--- src/rtl/sapt_pkg.sv ---
// shared request/response types and op codes for the affinity task picker
`timescale 1ns / 1ps
`default_nettype none

package sapt_pkg;

   localparam int CORE_W  = 2;
   localparam int PRIO_W  = 5;
   localparam int MASK_W  = 4;
   localparam int READY_W = 32;

   typedef enum logic [1:0] {
      OP_RESTRICT = 2'd0,
      OP_SCHEDULE = 2'd1,
      OP_YIELD    = 2'd2,
      OP_QUERY    = 2'd3
   } op_type;

   typedef struct packed {
      logic [READY_W-1:0] ready_set;
      logic [MASK_W-1:0]  core_mask;
      logic [PRIO_W-1:0]  prio;
      logic [CORE_W-1:0]  core;
      op_type             op;
   } req_type;

   typedef struct packed {
      logic [MASK_W-1:0] allowed_cores;
      logic              switched;
      logic [PRIO_W-1:0] picked_prio;
      logic              picked_valid;
   } rsp_type;

endpackage

`default_nettype wire

--- src/rtl/sapt_pick.sv ---
// candidate masking and priority encoding for one core's schedule or yield
`timescale 1ns / 1ps
`default_nettype none

module sapt_pick
   import sapt_pkg::*;
#(
   parameter int PRIORITIES = 32,
   parameter int PIDX_W     = $clog2(PRIORITIES)
) (
   input  op_type                 op,
   input  logic [PRIORITIES-1:0]  allowed_row,
   input  logic [PRIORITIES-1:0]  ready,
   input  logic [PRIORITIES-1:0]  running,
   input  logic                   cur_valid,
   input  logic [PIDX_W-1:0]      cur_prio,
   output logic                   pick_valid,
   output logic [PIDX_W-1:0]      pick_prio,
   output logic [PRIORITIES-1:0]  running_next
);

   logic [PRIORITIES-1:0] cur_bit;
   logic [PRIORITIES-1:0] others;
   logic [PRIORITIES-1:0] tasks;
   logic [PRIORITIES-1:0] lower;
   logic [PRIORITIES-1:0] pick_bit;
   logic                  use_lower;
   logic                  lower_hit;
   logic [PIDX_W-1:0]     lower_idx;
   logic                  task_hit;
   logic [PIDX_W-1:0]     task_idx;

   // yield on an empty core is a plain schedule
   assign use_lower = (op == OP_YIELD) && cur_valid;

   always_comb begin
      for (int i = 0; i < PRIORITIES; i++) begin
         cur_bit[i] = cur_valid && (cur_prio == PIDX_W'(i));
      end
      others = running & ~cur_bit;
      tasks  = ready & allowed_row & ~others;
      for (int i = 0; i < PRIORITIES; i++) begin
         // non-idle candidates below the current priority
         lower[i] = use_lower && tasks[i] && (i != 0) && (PIDX_W'(i) < cur_prio);
      end
   end

   always_comb begin
      lower_hit = 1'b0;
      lower_idx = '0;
      task_hit  = 1'b0;
      task_idx  = '0;
      for (int i = 0; i < PRIORITIES; i++) begin
         if (lower[i]) begin
            lower_hit = 1'b1;
            lower_idx = PIDX_W'(i);
         end
         if (tasks[i]) begin
            task_hit = 1'b1;
            task_idx = PIDX_W'(i);
         end
      end
   end

   assign pick_valid = lower_hit || task_hit;
   assign pick_prio  = lower_hit ? lower_idx : task_idx;

   always_comb begin
      for (int i = 0; i < PRIORITIES; i++) begin
         pick_bit[i] = pick_valid && (pick_prio == PIDX_W'(i));
      end
   end

   assign running_next = others | pick_bit;

endmodule

`default_nettype wire

--- src/rtl/smp_affinity_priority_task_picker.sv ---
// top level: request register, per-core scheduler state and response register
//
//   channel  dir  ports                       payload
//   req      in   req_tvalid/tready/tdata/tuser  op, core, prio, core_mask, ready_set
//   rsp      out  rsp_tvalid/tready/tdata     picked_valid, picked_prio, switched,
//                                             allowed_cores
//
// one request per cycle is taken while req_tready is high; its response is registered
// the running set and current priorities update as a request leaves the request
// register, so the next request already sees them
// reset clears all state at once: every priority allowed, nothing running
// a stalled response holds the request register, and req_tready drops only when
// both registers are full and rsp_tready is low
`timescale 1ns / 1ps
`default_nettype none

module smp_affinity_priority_task_picker
   import sapt_pkg::*;
#(
   parameter int CORES      = 4,
   parameter int PRIORITIES = 32
) (
   input  wire logic        clock,
   input  wire logic        reset,
   input  wire logic        req_tvalid,
   output      logic        req_tready,
   // core[1:0], prio[6:2], core_mask[10:7], ready_set[42:11], zeros above
   input  wire logic [47:0] req_tdata,
   // op[1:0]
   input  wire logic [1:0]  req_tuser,
   output      logic        rsp_tvalid,
   input  wire logic        rsp_tready,
   // picked_valid[0], picked_prio[5:1], switched[6], allowed_cores[10:7], zeros above
   output      logic [15:0] rsp_tdata
);

   localparam int PIDX_W = $clog2(PRIORITIES);
   localparam int CIDX_W = (CORES > 1) ? $clog2(CORES) : 1;
   localparam logic [6:0] PRIO_LIMIT = 7'(PRIORITIES);
   localparam logic [4:0] CORE_LIMIT = 5'(CORES);

   req_type               req_ff, req_in;
   logic                  req_valid_ff, req_valid_in;
   rsp_type               rsp_ff, rsp_in;
   logic                  rsp_valid_ff, rsp_valid_in;

   logic [PRIORITIES-1:0] allowed_ff [CORES];
   logic [PRIORITIES-1:0] allowed_in [CORES];
   logic [PRIORITIES-1:0] running_ff, running_in;
   logic [CORES-1:0]      cur_valid_ff, cur_valid_in;
   logic [PIDX_W-1:0]     cur_prio_ff [CORES];
   logic [PIDX_W-1:0]     cur_prio_in [CORES];

   logic                  accept;
   logic                  advance;
   logic                  prio_ok;
   logic                  core_ok;
   logic                  sched_go;
   logic [PIDX_W-1:0]     pidx;
   logic [CIDX_W-1:0]     cidx;
   logic [15:0]           mask16;
   logic [63:0]           ready64;
   logic [PRIORITIES-1:0] ready_ext;
   logic                  pick_valid;
   logic [PIDX_W-1:0]     pick_prio;
   logic [PRIORITIES-1:0] running_next;
   logic [MASK_W-1:0]     query_cores;
   logic [5:0]            prio6;
   logic                  changed;

   assign advance    = req_valid_ff && (!rsp_valid_ff || rsp_tready);
   assign req_tready = !req_valid_ff || advance;
   assign accept     = req_tvalid && req_tready;

   always_comb begin
      req_in.op        = op_type'(req_tuser);
      req_in.core      = req_tdata[1:0];
      req_in.prio      = req_tdata[6:2];
      req_in.core_mask = req_tdata[10:7];
      req_in.ready_set = req_tdata[42:11];
   end

   assign prio_ok   = 7'(req_ff.prio) < PRIO_LIMIT;
   assign core_ok   = 5'(req_ff.core) < CORE_LIMIT;
   // out-of-range selectors are steered to entry zero, their effect is masked
   assign pidx      = prio_ok ? PIDX_W'(7'(req_ff.prio)) : '0;
   assign cidx      = core_ok ? CIDX_W'(5'(req_ff.core)) : '0;
   assign mask16    = 16'(req_ff.core_mask);
   assign ready64   = 64'(req_ff.ready_set);
   assign ready_ext = ready64[PRIORITIES-1:0];
   assign sched_go  = core_ok && ((req_ff.op == OP_SCHEDULE) || (req_ff.op == OP_YIELD));

   sapt_pick #(
      .PRIORITIES (PRIORITIES),
      .PIDX_W     (PIDX_W)
   ) u_pick (
      .op           (req_ff.op),
      .allowed_row  (allowed_ff[cidx]),
      .ready        (ready_ext),
      .running      (running_ff),
      .cur_valid    (cur_valid_ff[cidx]),
      .cur_prio     (cur_prio_ff[cidx]),
      .pick_valid   (pick_valid),
      .pick_prio    (pick_prio),
      .running_next (running_next)
   );

   always_comb begin
      query_cores = '0;
      for (int i = 0; i < MASK_W; i++) begin
         if (i < CORES) begin
            query_cores[i] = prio_ok && allowed_ff[i][pidx];
         end
      end
   end

   assign prio6   = 6'(pick_prio);
   assign changed = (cur_valid_ff[cidx] != pick_valid) ||
                    (pick_valid && (cur_prio_ff[cidx] != pick_prio));

   always_comb begin
      rsp_in = '0;
      case (req_ff.op)
         OP_QUERY: begin
            rsp_in.allowed_cores = query_cores;
         end
         OP_SCHEDULE, OP_YIELD: begin
            if (sched_go) begin
               rsp_in.picked_valid = pick_valid;
               rsp_in.picked_prio  = pick_valid ? prio6[PRIO_W-1:0] : '0;
               rsp_in.switched     = changed;
            end
         end
         default: begin
            rsp_in = '0;
         end
      endcase
   end

   always_comb begin
      allowed_in   = allowed_ff;
      running_in   = running_ff;
      cur_valid_in = cur_valid_ff;
      cur_prio_in  = cur_prio_ff;
      if (advance) begin
         if ((req_ff.op == OP_RESTRICT) && prio_ok) begin
            // cores beyond the four mask bits lose the priority
            for (int i = 0; i < CORES; i++) begin
               allowed_in[i][pidx] = (i < MASK_W) && mask16[i];
            end
         end
         if (sched_go) begin
            running_in         = running_next;
            cur_valid_in[cidx] = pick_valid;
            cur_prio_in[cidx]  = pick_prio;
         end
      end
   end

   always_comb begin
      if (accept) begin
         req_valid_in = 1'b1;
      end else if (advance) begin
         req_valid_in = 1'b0;
      end else begin
         req_valid_in = req_valid_ff;
      end
      if (advance) begin
         rsp_valid_in = 1'b1;
      end else if (rsp_tready) begin
         rsp_valid_in = 1'b0;
      end else begin
         rsp_valid_in = rsp_valid_ff;
      end
   end

   always_ff @(posedge clock) begin
      if (reset) begin
         req_valid_ff <= 1'b0;
         rsp_valid_ff <= 1'b0;
         running_ff   <= '0;
         cur_valid_ff <= '0;
         for (int i = 0; i < CORES; i++) begin
            allowed_ff[i]  <= '1;
            cur_prio_ff[i] <= '0;
         end
      end else begin
         req_valid_ff <= req_valid_in;
         rsp_valid_ff <= rsp_valid_in;
         running_ff   <= running_in;
         cur_valid_ff <= cur_valid_in;
         allowed_ff   <= allowed_in;
         cur_prio_ff  <= cur_prio_in;
      end
   end

   always_ff @(posedge clock) begin
      if (accept) begin
         req_ff <= req_in;
      end
      if (advance) begin
         rsp_ff <= rsp_in;
      end
   end

   assign rsp_tvalid = rsp_valid_ff;
   assign rsp_tdata  = 16'(rsp_ff);

   // the number of running priorities equals the number of busy cores
   a_running_matches_cores: assert property (@(posedge clock) disable iff (reset)
      $countones(running_ff) == $countones(cur_valid_ff))
      else $error("running set out of step with busy cores");

   // a held request must not be overwritten
   a_req_held: assert property (@(posedge clock) disable iff (reset)
      (req_valid_ff && !advance) |=> (req_valid_ff && $stable(req_ff)))
      else $error("pending request lost");

   // the running set and busy flags change only when a request leaves the request register
   a_state_quiet: assert property (@(posedge clock) disable iff (reset)
      !advance |=> ($stable(running_ff) && $stable(cur_valid_ff)))
      else $error("scheduler state moved without a request");

   // an empty core reports priority zero
   a_empty_prio_zero: assert property (@(posedge clock) disable iff (reset)
      (rsp_valid_ff && !rsp_ff.picked_valid) |-> (rsp_ff.picked_prio == '0))
      else $error("nonzero priority on an empty core");

endmodule

`default_nettype wire
--- config.mk ---
export PLATFORM = sky130hd
export DESIGN_NAME = smp_affinity_priority_task_picker
export DESIGN_NICKNAME = d
export VERILOG_FILES = /design/src/rtl/sapt_pkg.sv /design/src/rtl/sapt_pick.sv /design/src/rtl/smp_affinity_priority_task_picker.sv
export SDC_FILE = /design/constraint.sdc
export NUM_CORES = 1
export LEC_CHECK = 0
export ABC_AREA = 1
export BUFFER_PORTS_ARGS = -buffer_cell sky130_fd_sc_hd__buf_2
export CAP_MARGIN = 20
export CORE_AREA = 2 2 182 184
export DETAILED_ROUTE_END_ITERATION = 10
export DIE_AREA = 0 0 184 186
export GPL_ROUTABILITY_DRIVEN = 0
export PLACE_DENSITY = 0.67
export SLEW_MARGIN = 20
export SYNTH_ARGS = -nofsm -noshare
export SYNTH_HDL_FRONTEND = slang
export SYNTH_HIERARCHICAL = 1
export SYNTH_SLANG_ARGS = --single-unit
--- constraint.sdc ---
create_clock -name clock -period 5.85 [get_ports clock]
set_input_delay 0.585 -clock clock [delete_from_list [all_inputs] [get_ports clock]]
set_output_delay 0.585 -clock clock [all_outputs]
set_load 0.05 [all_outputs]
**Word level (Yosys, flattened, before mapping)**

Index checks and enable logic that the tools add are counted.

- Register bits after elaboration: 242
- Bits of input ports: 54
- Output and inout port bits: 18

- $lt $le $gt $ge: 37
- Eq/ne operators: 67
- Mux-type cells: 158
- Bitwise gates (word level): 7
- Reductions and logical operators: 150

Operators by type and width:

| operator | count |
|---|---|
| 2-to-1 mux 5 bit | 64 |
| equality test 5 bit, second input constant | 32 |
| logical AND 1 bit | 133 |
| bitwise mux 32 bit | 4 |
| AND 32 bit | 3 |
| equality test 5 x 4 -> 1 bit, second input constant | 16 |
| less-than comparator 5 bit, first input constant | 16 |
| 2-to-1 mux 1 bit | 76 |
| binary-select mux 32 bit (select 2 bit) | 1 |
| 2-to-1 mux 32 bit | 2 |
| inverter 32 bit | 2 |
| equality test 5 x 3 -> 1 bit, second input constant | 8 |
| less-than comparator 4 x 5 -> 1 bit, first input constant | 8 |
| bitwise OR 32 bit | 1 |
| binary-select mux 1 bit (select 5 bit) | 4 |
| bitwise mux 20 bit | 1 |
| equality test 5 x 2 -> 1 bit, second input constant | 4 |
| less-than comparator 3 x 5 -> 1 bit, first input constant | 4 |
| binary-select mux 5 bit (select 2 bit) | 1 |
| demux 5 bit (select 2 bit) | 1 |
| equality test 5 x 1 -> 1 bit, second input constant | 2 |
| logical NOT 5 bit | 2 |
| less-than comparator 2 x 5 -> 1 bit, first input constant | 2 |
| less-than comparator 5 x 6 -> 1 bit, second input constant | 1 |
| 22 further kinds | 31 |

**Logic depth before layout (Yosys ltp)**

Gate-level depths: netlist (run 1).

- Depth after elaboration: 47
- Mapped depth: 52

**Cells and area by module**

Netlist (run 1), hierarchy kept.

Modules (own cells, without submodules):

| module | times used | cells an instance | area each (µm²) | seq. area each (µm²) |
|---|---|---|---|---|
| smp_affinity_priority_task_picker | 1 | 1256 | 10468.8 | 5405.2 |
| sapt_pick | 1 | 489 | 2229.6 | 0.0 |

**Worst setup path after synthesis (run 1)**

OpenSTA, ideal clock, no wires.

- Kind: register to register
- Start point: reg req_ff, in the netlist cidx[0]
- End point: reg rsp_ff, in the netlist rsp_tdata[6], data pin
- Setup time: 0.249 ns
- Arrival time: 3.699 ns
- Path slack: 1.902 ns
- Stages on the path, launching flop included: 51
- Period minus slack after synthesis: 3.948 ns
- Cell sequence: edfxtp_1 > buf_2 > inv_1 > buf_2 > nand2_1 > nand2_1 > nand2_1 > nand2_1 > buf_4 > nand2_1 > o21ai_2 > nand3_1 > nand2_1 > nand2_1 > nand2_1 > nand2_1 > nand2_1 > nand2_1 > [15 not listed] > nand2_1 > nand2_1 > nand2_1 > nand2_1 > nand2_1 > nand2_1 > nand2_1 > nand2_2 > nand2_4 > nand2_4 > buf_6 > inv_1 > nand2_1 > nand2_1 > nor2_1 > nand3_1 > nand2_1 > inv_1

- Word-level cells in the longest chain between the ends: 47

Ends and longest elaborated chain:

| item | RTL line | source |
|---|---|---|
| from (decl) | smp_affinity_priority_task_picker.sv:42 | `req_type req_ff, req_in;` |
| from (signal assigned) | smp_affinity_priority_task_picker.sv:199 | `req_ff <= req_in;` |
| inverter 2 -> 3 bit (implied by the code) | smp_affinity_priority_task_picker.sv:98, smp_affinity_priority_task_picker.sv:102 |  |
| binary-select mux 5 bit (select 2 bit) | smp_affinity_priority_task_picker.sv:102 | `.cur_prio (cur_prio_ff[cidx]),` |
| 2-to-1 mux 5 bit (implied by the code) (2 in a row) | smp_affinity_priority_task_picker.sv:102 |  |
| equality test 5 x 1 -> 1 bit | sapt_pick.sv:38 | `cur_bit[i] = cur_valid && (cur_prio == PIDX_W'(i));` |
| logical AND 1 bit | sapt_pick.sv:38 |  |
| inverter 32 bit | sapt_pick.sv:40 | `others = running & ~cur_bit;` |
| AND 32 bit | sapt_pick.sv:40 |  |
| inverter 32 bit | sapt_pick.sv:41 | `tasks = ready & allowed_row & ~others;` |
| AND 32 bit | sapt_pick.sv:41 |  |
| logical AND 1 bit (2 in a row) | sapt_pick.sv:44 | `lower[i] = use_lower && tasks[i] && (i != 0) && (PIDX_W'(i) < cur_prio);` |
| 2-to-1 mux 1 bit | sapt_pick.sv:54 | `if (lower[i]) begin` |
| 2-to-1 mux 5 bit / 2-to-1 mux 1 bit (equally long branches) (30 in a row) | sapt_pick.sv:54 |  |
| 2-to-1 mux 5 bit (*) | sapt_pick.sv:66 | `assign pick_prio = lower_hit ? lower_idx : task_idx;` |
| named net pick_prio[0] | smp_affinity_priority_task_picker.sv:65 | `logic [PIDX_W-1:0] pick_prio;` |
| != test 5 bit (*) | smp_affinity_priority_task_picker.sv:119 | `(pick_valid && (cur_prio_ff[cidx] != pick_prio));` |
| logical AND 1 bit (*) | smp_affinity_priority_task_picker.sv:119 |  |
| logical OR 1 bit (*) | smp_affinity_priority_task_picker.sv:118 | `assign changed = (cur_valid_ff[cidx] != pick_valid) \|\|` |
| to (signal assigned) | smp_affinity_priority_task_picker.sv:202 | `rsp_ff <= rsp_in;` |
| to (decl) | smp_affinity_priority_task_picker.sv:44 | `rsp_type rsp_ff, rsp_in;` |

Mark *: on every way through the listed nets, which the timed path passes. The rest lies on a longest branch. The select of a mux whose other input is x is not followed.
A chain may end at the register's enable or synchronous reset.

**Final worst setup path (run 1)**

- Start point: reg req_ff, in the netlist cidx[1]
- End point: reg rsp_ff, in the netlist rsp_tdata[6], data pin

The elaborated chain is that of the path after synthesis.

==> flow_summary.toml, run 1 <==
[outcome]
status = "finished, final reports clean"

[synth]
netlist_top_cells_area = "dfxtp_1 29%, nand2_1 17%, edfxtp_1 13%, o211ai_1 6.9%, nand3_1 4.5%"
synth_edf_count = 56
yosys-top-cells-count = "573 x nand2_1, 186 x dfxtp_1, 134 x inv_1"
dominantRegCellSynth = "dfxtp_1"
syn_area_per_cell_sq_um = 7.28
synth_seq_cells = 242
synth_cell_types = 44
syn_inst = 1745
async_flop_share_pct = 0
syn-cell-area_sq_mm = 0.0127
synth.top_cell.area_share_pct = 29.3
synth_most_common_cell = "nand2_1"
synth_warnings = 6
ys_seq_area_share_pct = 42.6
synth_area_leader_cell = "dfxtp_1"

[worst_setup_path]
crit_end = "rsp_tdata[6]$_SDFFCE_PP0P_"
crit_path_start_kind = "flip-flop"
rr_worst_depth = 44
slowest_delay_ns = 0.63
critPathRequiredTime_ns = 6.16
cp_max_fo = 18
cp_slowest_cell = "edfxtp_1"
startpoint = "cidx[1]$_DFFE_PP_"
endpoint_kind = "flip-flop"
crit_top_cell = "nand2_1"
cp.arrival_ns = 5.54
r2r_slack_ns = 0.61
r2r-end = "rsp_tdata[6]$_SDFFCE_PP0P_"
r2r_start = "cidx[1]$_DFFE_PP_"
criticalPathCategory = "flip-flop to flip-flop"

[layout]
area_growth_pct = 12.2
final_core_util_pct = 44.3
multi_input_area_sq_mm = 0.00631
nNetsFinal = 1838
design_area_sq_mm = 0.0143
fillCellCount = 3243
regArea_sq_mm = 0.00541
diodes = 0
drive_above_1_share_pct = 11.4

[route]
via_count = 12700
dr.pass1.iters = 6
postRouteAntennaNets = 0
drt_iter0_drc = 1498
wl_per_cell_um = 18.9
wirelength_mm = 41.7
route.detailed.drc = 0
vias_per_cell = 5.73

[power_and_ir_drop]
p_seq_share_pct = 44.9
sw_frac_of_total_pct = 27.4
combinationalPowerShare_pct = 12.3
ir_drop_v = 0.000219
p_int_mw = 2.87
p_sw_mw = 1.08
p_leak_nw = 6.76
p_per_area_mw_per_mm2 = 277
clkPwrFrac_pct = 42.8

[cts]
ctsResizeCount = 0
cts_tree = "done"
cts_root_buf = "clkbuf_16"
htree_levels = 1
hold_buffers = 0
clock_latency_ns = 0.56
clkSinkCount = 242
clk_pin_slew_ns = 0.06
ctsLongestPathBuffers = 3
cts_buffers = 27
postCtsSetupBuffers = 0

[floorplanning]
placeableCoreArea_sq_mm = 0.0322
io_pins = 72
start_util_pct = 39.4
die-area_sq_mm = 0.0342
rows = 66
fp.dieW_um = 184
die_h_um = 186

[place]
portBuffers = 61
dp_hpwl_mm = 28.8
place_area_sq_mm = 0.0134

[run]
maxCapViolations = 0

[timing]
slew_viol_final = 0
setup_viol = 0
hold_violations = 0
finalClockSkew_ns = 0.0219
post-route-period-util_pct = 89.5
clock.fmax_mhz = 191
fin_setup_tns_ns = 0
slew_headroom_pct = 25.2
worst_pin_slew_ns = 1.12
rsz0062_at_grt = "false"
fin_crit_ns = 5.24

[grt]
antenna_found_initial = 0
grt_pass1_vias = 11400
grt_max_degree = 97
grt_overflow = 0
grt_pass1_wl_mm = 64.4
grt_util_all_layers_pct = 24.2

[min_path]
hold_path_class = "input pin to flip-flop"
holdCritStartpoint = "req_tdata[16]"
## worst min-delay path by stage
stage | depth (start not counted) | slack (ns) | to
after global routing | 1 | 0.19 | ready_ext[5]$_DFFE_PP_
after CTS | 1 | 0.19 | ready_ext[10]$_DFFE_PP_
after detailed placement | 2 | 0.45 | running_ff[13]$_SDFFE_PP0P_
final | 1 | 0.20 | ready_ext[5]$_DFFE_PP_
after global placement | 2 | 0.45 | running_ff[21]$_SDFFE_PP0P_
after floorplan | 2 | 0.44 | running_ff[0]$_SDFFE_PP0P_
## cells in the final DEF, fill, tap and decap left out, types with 4 or more instances in the layout
| cell | n |
|---|---|
| nor3_1 | 12 |
| nor3_4 | 7 |
| o221ai_1 | 11 |
| clkinv_2 | 5 |
| buf_2 | 61 |
| nor2_2 | 11 |
| conb_1 | 5 |
| clkbuf_16 | 27 |
| a22oi_1 | 43 |
| nor2_1 | 93 |
| nand2_1 | 573 |
| o21ai_0 | 69 |
| edfxtp_1 | 56 |
| buf_4 | 28 |
| o211ai_1 | 117 |
| clkbuf_1 | 8 |
| o21bai_1 | 17 |
| nand3_1 | 113 |
| a21oi_1 | 82 |
| dfxtp_1 | 186 |
| nand4_1 | 57 |
| nand2_4 | 5 |
| clkbuf_8 | 4 |
| nand2_2 | 5 |
| inv_2 | 23 |
| nor2_4 | 12 |
| inv_1 | 131 |
| clkinv_1 | 4 |
| o21ai_1 | 4 |
## per-stage QoR
| stage | setup WS [ns] | hold slack, ns | total power [mW] | cells |
|---|---|---|---|---|
| 2_1_floorplan | 1.90 | 0.441 | 2.11 | 1749 |
| 3_3_place_gp | 0.849 | 0.448 | 2.27 | 2160 |
| 3_5_place_dp | 0.830 | 0.453 | 2.28 | 2160 |
| 4_1_cts | 0.794 | 0.190 | 3.96 | 2210 |
| 5_1_grt | 0.238 | 0.192 | 4.08 | 2211 |
| 6_report | 0.615 | 0.201 | 3.95 | 2211 |
## per-layer routing
layer	GRT usage (%)	part of all wire, %	wire length [um]
met5	0	0	0
met4	12.6	5.3	2230
met3	3.93	10	4210
met2	36.2	42	17500
met1	33.7	43	17800
## power groups by stage
stage	Combinational [mW]	Sequential (mW)	Clock (mW)
3_5_place_dp	0.468	1.81	0
5_1_grt	0.524	1.77	1.78
3_3_place_gp	0.463	1.81	0
4_1_cts	0.469	1.77	1.71
2_1_floorplan	0.302	1.81	0
6_report	0.484	1.77	1.69
## critical path, delay by kind of cell (launching register included)
family | cells | cell delay, ns
and+or+nand+nor | 40 | 3.64
DFF | 1 | 0.63
buffers and inverters | 4 | 0.71
## sequential cells by signal, summed over array words and instances (netlist names), 2 cells and up
register      flops
ready_ext        32
mask16            4
cur_valid_ff      4
req_ff            2
rsp_tdata        11
running_ff       32
cidx              2
pidx              5
allowed_ff      128
cur_prio_ff      20
## area by class of cell
| cell class | count | area share (%) |
|---|---|---|
| clock buffer | 40 | 5.37 |
| clock inverter | 10 | 0.746 |
| inverter | 160 | 4.27 |
| multi-input combinational | 1261 | 44.3 |
| sequential | 242 | 37.9 |
| tap | 408 | 3.58 |
| timing repair buffer | 90 | 3.81 |
## kinds of logic after synthesis
kind of cell    share of synthesized area [%]
flops                                    42.6
fa+ha+maj                               0.197
simple gates                             31.1
other cells                            0.0295
compound gates                           18.2
buf+inv                                  7.83
Note: power is estimated with default switching activity, not from simulation.
==> inputs of run 2 (changes only) <==
Settings changed: MAX_ROUTING_LAYER set to met4.
==> flow_summary.toml, run 2 (synthesized netlist as in run 1, its figures left out) <==
[cts]
cts_tree = "done"
clock_latency_ns = 0.55
hold_buffers = 0
ctsLongestPathBuffers = 3
postCtsSetupBuffers = 0
cts_root_buf = "clkbuf_16"
ctsResizeCount = 0
cts_buffers = 27
clk_pin_slew_ns = 0.06
clkSinkCount = 242
htree_levels = 1

[timing]
fin_crit_ns = 5.21
whs_ns = 0.204
rsz0062_at_grt = "false"
setup_viol = 0
finalClockSkew_ns = 0.0177
slew_viol_final = 0
post-route-period-util_pct = 89.0
slew_headroom_pct = 24.4
hold_violations = 0
clock.fmax_mhz = 192
worst_pin_slew_ns = 1.13
fin_setup_tns_ns = 0

[worst_setup_path]
crit_top_cell = "nand2_1"
path_buf_inv = 4
criticalPathCategory = "flip-flop to flip-flop"
cp.arrival_ns = 5.51
endpoint_kind = "flip-flop"
cp_slowest_cell = "edfxtp_1"
critPathRequiredTime_ns = 6.16
cp_max_fo = 18
slowest_delay_ns = 0.62
cp_top_family = "simple AND/OR/NAND/NOR gates"
crit_path_start_kind = "flip-flop"

[layout]
final_common_cell = "nand2_1"
area_growth_pct = 12.0
multi_input_area_sq_mm = 0.00631
final_cell_mix = "573 x nand2_1, 186 x dfxtp_1, 131 x inv_1"
diodes = 0
fillCellCount = 3245
largest_register_ffs = 128
nNetsFinal = 1837
regArea_sq_mm = 0.00541
drive_above_1_share_pct = 11.4
final_core_util_pct = 44.2
regMostFlops = "allowed_ff"

[power_and_ir_drop]
p_leak_nw = 6.75
clkPwrFrac_pct = 42.8
sw_frac_of_total_pct = 27.4
p_seq_share_pct = 45.0
total_power_mw = 3.94
p_int_mw = 2.86
combinationalPowerShare_pct = 12.2
p_per_area_mw_per_mm2 = 277
p_sw_mw = 1.08
ir_drop_v = 0.000218

[outcome]
status = "finished, final reports clean"

[grt]
grt_pass1_wl_mm = 64.6
grt_util_all_layers_pct = 25.0
grt_max_degree = 97
grt_overflow = 0
antenna_found_initial = 0
grt_pass1_vias = 11400

[route]
via_count = 12700
dr.pass1.iters = 6
wl_per_cell_um = 18.9
wirelength_mm = 41.7
postRouteAntennaNets = 0
vias_per_cell = 5.73
route.detailed.drc = 0
drt_iter0_drc = 1630

[min_path]
hold_path_class = "input pin to flip-flop"

[floorplanning]
start_util_pct = 39.4
fp.dieW_um = 184
die-area_sq_mm = 0.0342
rows = 66
die_h_um = 186
placeableCoreArea_sq_mm = 0.0322
io_pins = 72

[run]
maxCapViolations = 0

[place]
portBuffers = 61
dp_hpwl_mm = 28.8
==> run 2: cell types whose count changed in the layout (fill, tap and decap cells not counted), sizes merged <==
cell,before,now
buf,90,89
==> run 2: area by class of cell <==
cell class	instances	area share [%]
tap	408	3.59
timing repair buffer	89	3.62
clock inverter	10	0.748
multi-input combinational	1261	44.4
clock buffer	40	5.38
inverter	160	4.27
sequential	242	38.0
==> run 2: metrics by stage <==
stage               cells  area [sq um]  setup slack [ns]
floorplan            1749         12700              1.90
global placement     2160         13400             0.849
detailed placement   2160         13400             0.830
CTS                  2210         14200             0.794
global route         2210         14200             0.238
finish               2210         14200             0.644
==> run 2: final timing paths <==
kind / startpoint / to / slack [ns] / depth (start not counted)
worst max register to register: cidx[1]$_DFFE_PP_ / rsp_tdata[6]$_SDFFCE_PP0P_ / 0.64 / 44
worst min-delay path: req_tdata[14] / ready_ext[3]$_DFFE_PP_ / 0.20 / 1
worst max-delay path: cidx[1]$_DFFE_PP_ / rsp_tdata[6]$_SDFFCE_PP0P_ / 0.64 / 44
worst min register to register: running_ff[15]$_SDFFE_PP0P_ / running_ff[15]$_SDFFE_PP0P_ / 0.46 / 2
==> run 2: routing by layer <==
layer,vias to the layer above,GRT usage [%],part of all wire (%)
li1,5998,-,-
met1,5871,33.8,43
met2,673,36.2,42
met3,118,3.85,10
met4,0,12.7,5.4
met5,-,-,0
==> run 2: power by group through the flow <==
stage	combinational (mW)	clock [mW]	sequential [mW]
4_1_cts	0.469	1.71	1.77
3_3_place_gp	0.463	0	1.81
5_1_grt	0.521	1.78	1.77
6_report	0.481	1.69	1.77
3_5_place_dp	0.468	0	1.81
2_1_floorplan	0.302	0	1.81
==> inputs of run 3 (changes only) <==
Settings changed: CELL_PAD_IN_SITES_DETAIL_PLACEMENT set to 1, CELL_PAD_IN_SITES_GLOBAL_PLACEMENT set to 1, CORE_AREA 2 2 182 184 to 2 2 234 144, DIE_AREA 0 0 184 186 to 0 0 236 146, PLACE_DENSITY 0.67 to 0.82.
==> flow_summary.toml, run 3 (synthesized netlist as in run 1, its figures left out) <==
[timing]
setup_viol = 0
post-route-period-util_pct = 94.3
fin_crit_ns = 5.51
fin_setup_tns_ns = 0
finalClockSkew_ns = 0.0155
clock.fmax_mhz = 181
hold_violations = 0
worst_pin_slew_ns = 1.09
slew_viol_final = 0
slew_headroom_pct = 26.8

[worst_setup_path]
crit_path_start_kind = "flip-flop"
criticalPathCategory = "flip-flop to flip-flop"
r2r_slack_ns = 0.34
cp_max_fo = 18
endpoint_kind = "flip-flop"
crit_top_cell = "nand2_1"
cp.arrival_ns = 5.82
critPathRequiredTime_ns = 6.16
slowest_delay_ns = 0.40
cp_slowest_cell = "edfxtp_1"

[layout]
nNetsFinal = 1839
drive_above_1_share_pct = 11.6
diodes = 0
final_cell_mix = "573 x nand2_1, 186 x dfxtp_1, 128 x inv_1"
largest_register_ffs = 128
area_growth_pct = 12.2
fillCellCount = 4030
regMostFlops = "allowed_ff"
final_common_cell = "nand2_1"
design_area_sq_mm = 0.0142
final_cells = 2224

[outcome]
status = "finished, final reports clean"

[floorplanning]
rows = 51
die-area_sq_mm = 0.0345
io_pins = 72
die_h_um = 146
fp.dieW_um = 236
start_util_pct = 39.6
placeableCoreArea_sq_mm = 0.0321

[power_and_ir_drop]
total_power_mw = 3.98
sw_frac_of_total_pct = 28.3
p_sw_mw = 1.13
ir_drop_v = 0.000183
p_int_mw = 2.85
p_per_area_mw_per_mm2 = 279
p_leak_nw = 6.74
clkPwrFrac_pct = 42.5
p_seq_share_pct = 44.6
combinationalPowerShare_pct = 12.9

[route]
wl_per_cell_um = 22.7
route.detailed.drc = 0
postRouteAntennaNets = 0
drt_iter0_drc = 1467
vias_per_cell = 5.94
via_count = 13200
dr.pass1.iters = 5
wirelength_mm = 50.4

[cts]
clock_latency_ns = 0.55
clkSinkCount = 242
cts_buffers = 25
cts_root_buf = "clkbuf_16"
cts_tree = "done"
clk_pin_slew_ns = 0.07
ctsLongestPathBuffers = 3
htree_levels = 1

[place]
portBuffers = 61
place_area_sq_mm = 0.0134
dp_hpwl_mm = 36.3
dpl.cell_count = 2177

[grt]
grt_pass1_wl_mm = 76.8
grt_util_all_layers_pct = 29.6
grt_overflow = 0
grt_max_degree = 94
antenna_found_initial = 0
grt_pass1_vias = 12800

[min_path]
hold_path_class = "input pin to flip-flop"

[run]
maxCapViolations = 0
[run 3: cell count changes in the layout (fill, tap and decap cells not counted), sizes merged]
cell      change
bufinv        +1
clkinv        -1
clkinvlp      +2
clkbuf        -5
buf           +4
inv           -3
[run 3: final timing paths]
check	start	end	cells after the start
worst min register to register	running_ff[5]$_SDFFE_PP0P_	running_ff[5]$_SDFFE_PP0P_	2
worst max register to register	cidx[0]$_DFFE_PP_	rsp_tdata[6]$_SDFFCE_PP0P_	47
worst max-delay path	cidx[0]$_DFFE_PP_	rsp_tdata[6]$_SDFFCE_PP0P_	47
worst min-delay path	req_tdata[39]	ready_ext[28]$_DFFE_PP_	1
[run 3: worst max-delay path, delay by kind of cell (launching register included)]
family,cells,cell delay (ns)
AO/OA/AOI/OAI,1,0.32
buffers and inverters,3,0.53
AND/OR/NAND/NOR,43,4.01
flip-flops,1,0.40
[run 3: per-stage QoR]
| step | util (%) | hold WS [ns] | setup slack (ns) |
|---|---|---|---|
| final | 44.4 | 0.206 | 0.336 |
| after global routing | 44.4 | 0.193 | -0.0108 |
| after CTS | 44.3 | 0.184 | 0.441 |
| after detailed placement | 41.7 | 0.463 | 0.479 |
| after global placement | 41.7 | 0.449 | 0.664 |
| after floorplan | - | 0.441 | 1.90 |
[run 3: repair_timing]
action,in CTS,in global routing
buffers inserted,0,3
hold buffers,0,0
resized for setup,0,2
setup endpoints to repair,0,1
[run 3: power by group through the flow]
stage                     clock [mW]  sequential, mW  combinational (mW)
final                           1.69            1.77               0.512
after global routing            1.78            1.77               0.545
after CTS                       1.71            1.77               0.493
after detailed placement           0            1.81               0.491
after global placement             0            1.81               0.476
after floorplan                    0            1.81               0.302
[run 3: layer usage]
| metal | global-route usage (%) | share of wire, % | up-vias | wire [um] |
|---|---|---|---|---|
| met1 | 43.6 | 47 | 6535 | 23900 |
| li1 | - | - | 5985 | - |
| met5 | - | 0 | - | 0 |
| met4 | 4.39 | 1.5 | 0 | 771 |
| met3 | 7.17 | 11 | 67 | 5340 |
| met2 | 41.2 | 41 | 614 | 20400 |
[run 3: final cells by class]
type / instances / area (sq um) / area share (%)
sequential: 242 / 5410 / 37.9
clock inverter: 9 / 121 / 0.852
tap: 424 / 531 / 3.72
clock buffer: 35 / 714 / 5.01
multi-input combinational: 1261 / 6320 / 44.4
inverter: 160 / 611 / 4.29
timing repair buffer: 93 / 546 / 3.83
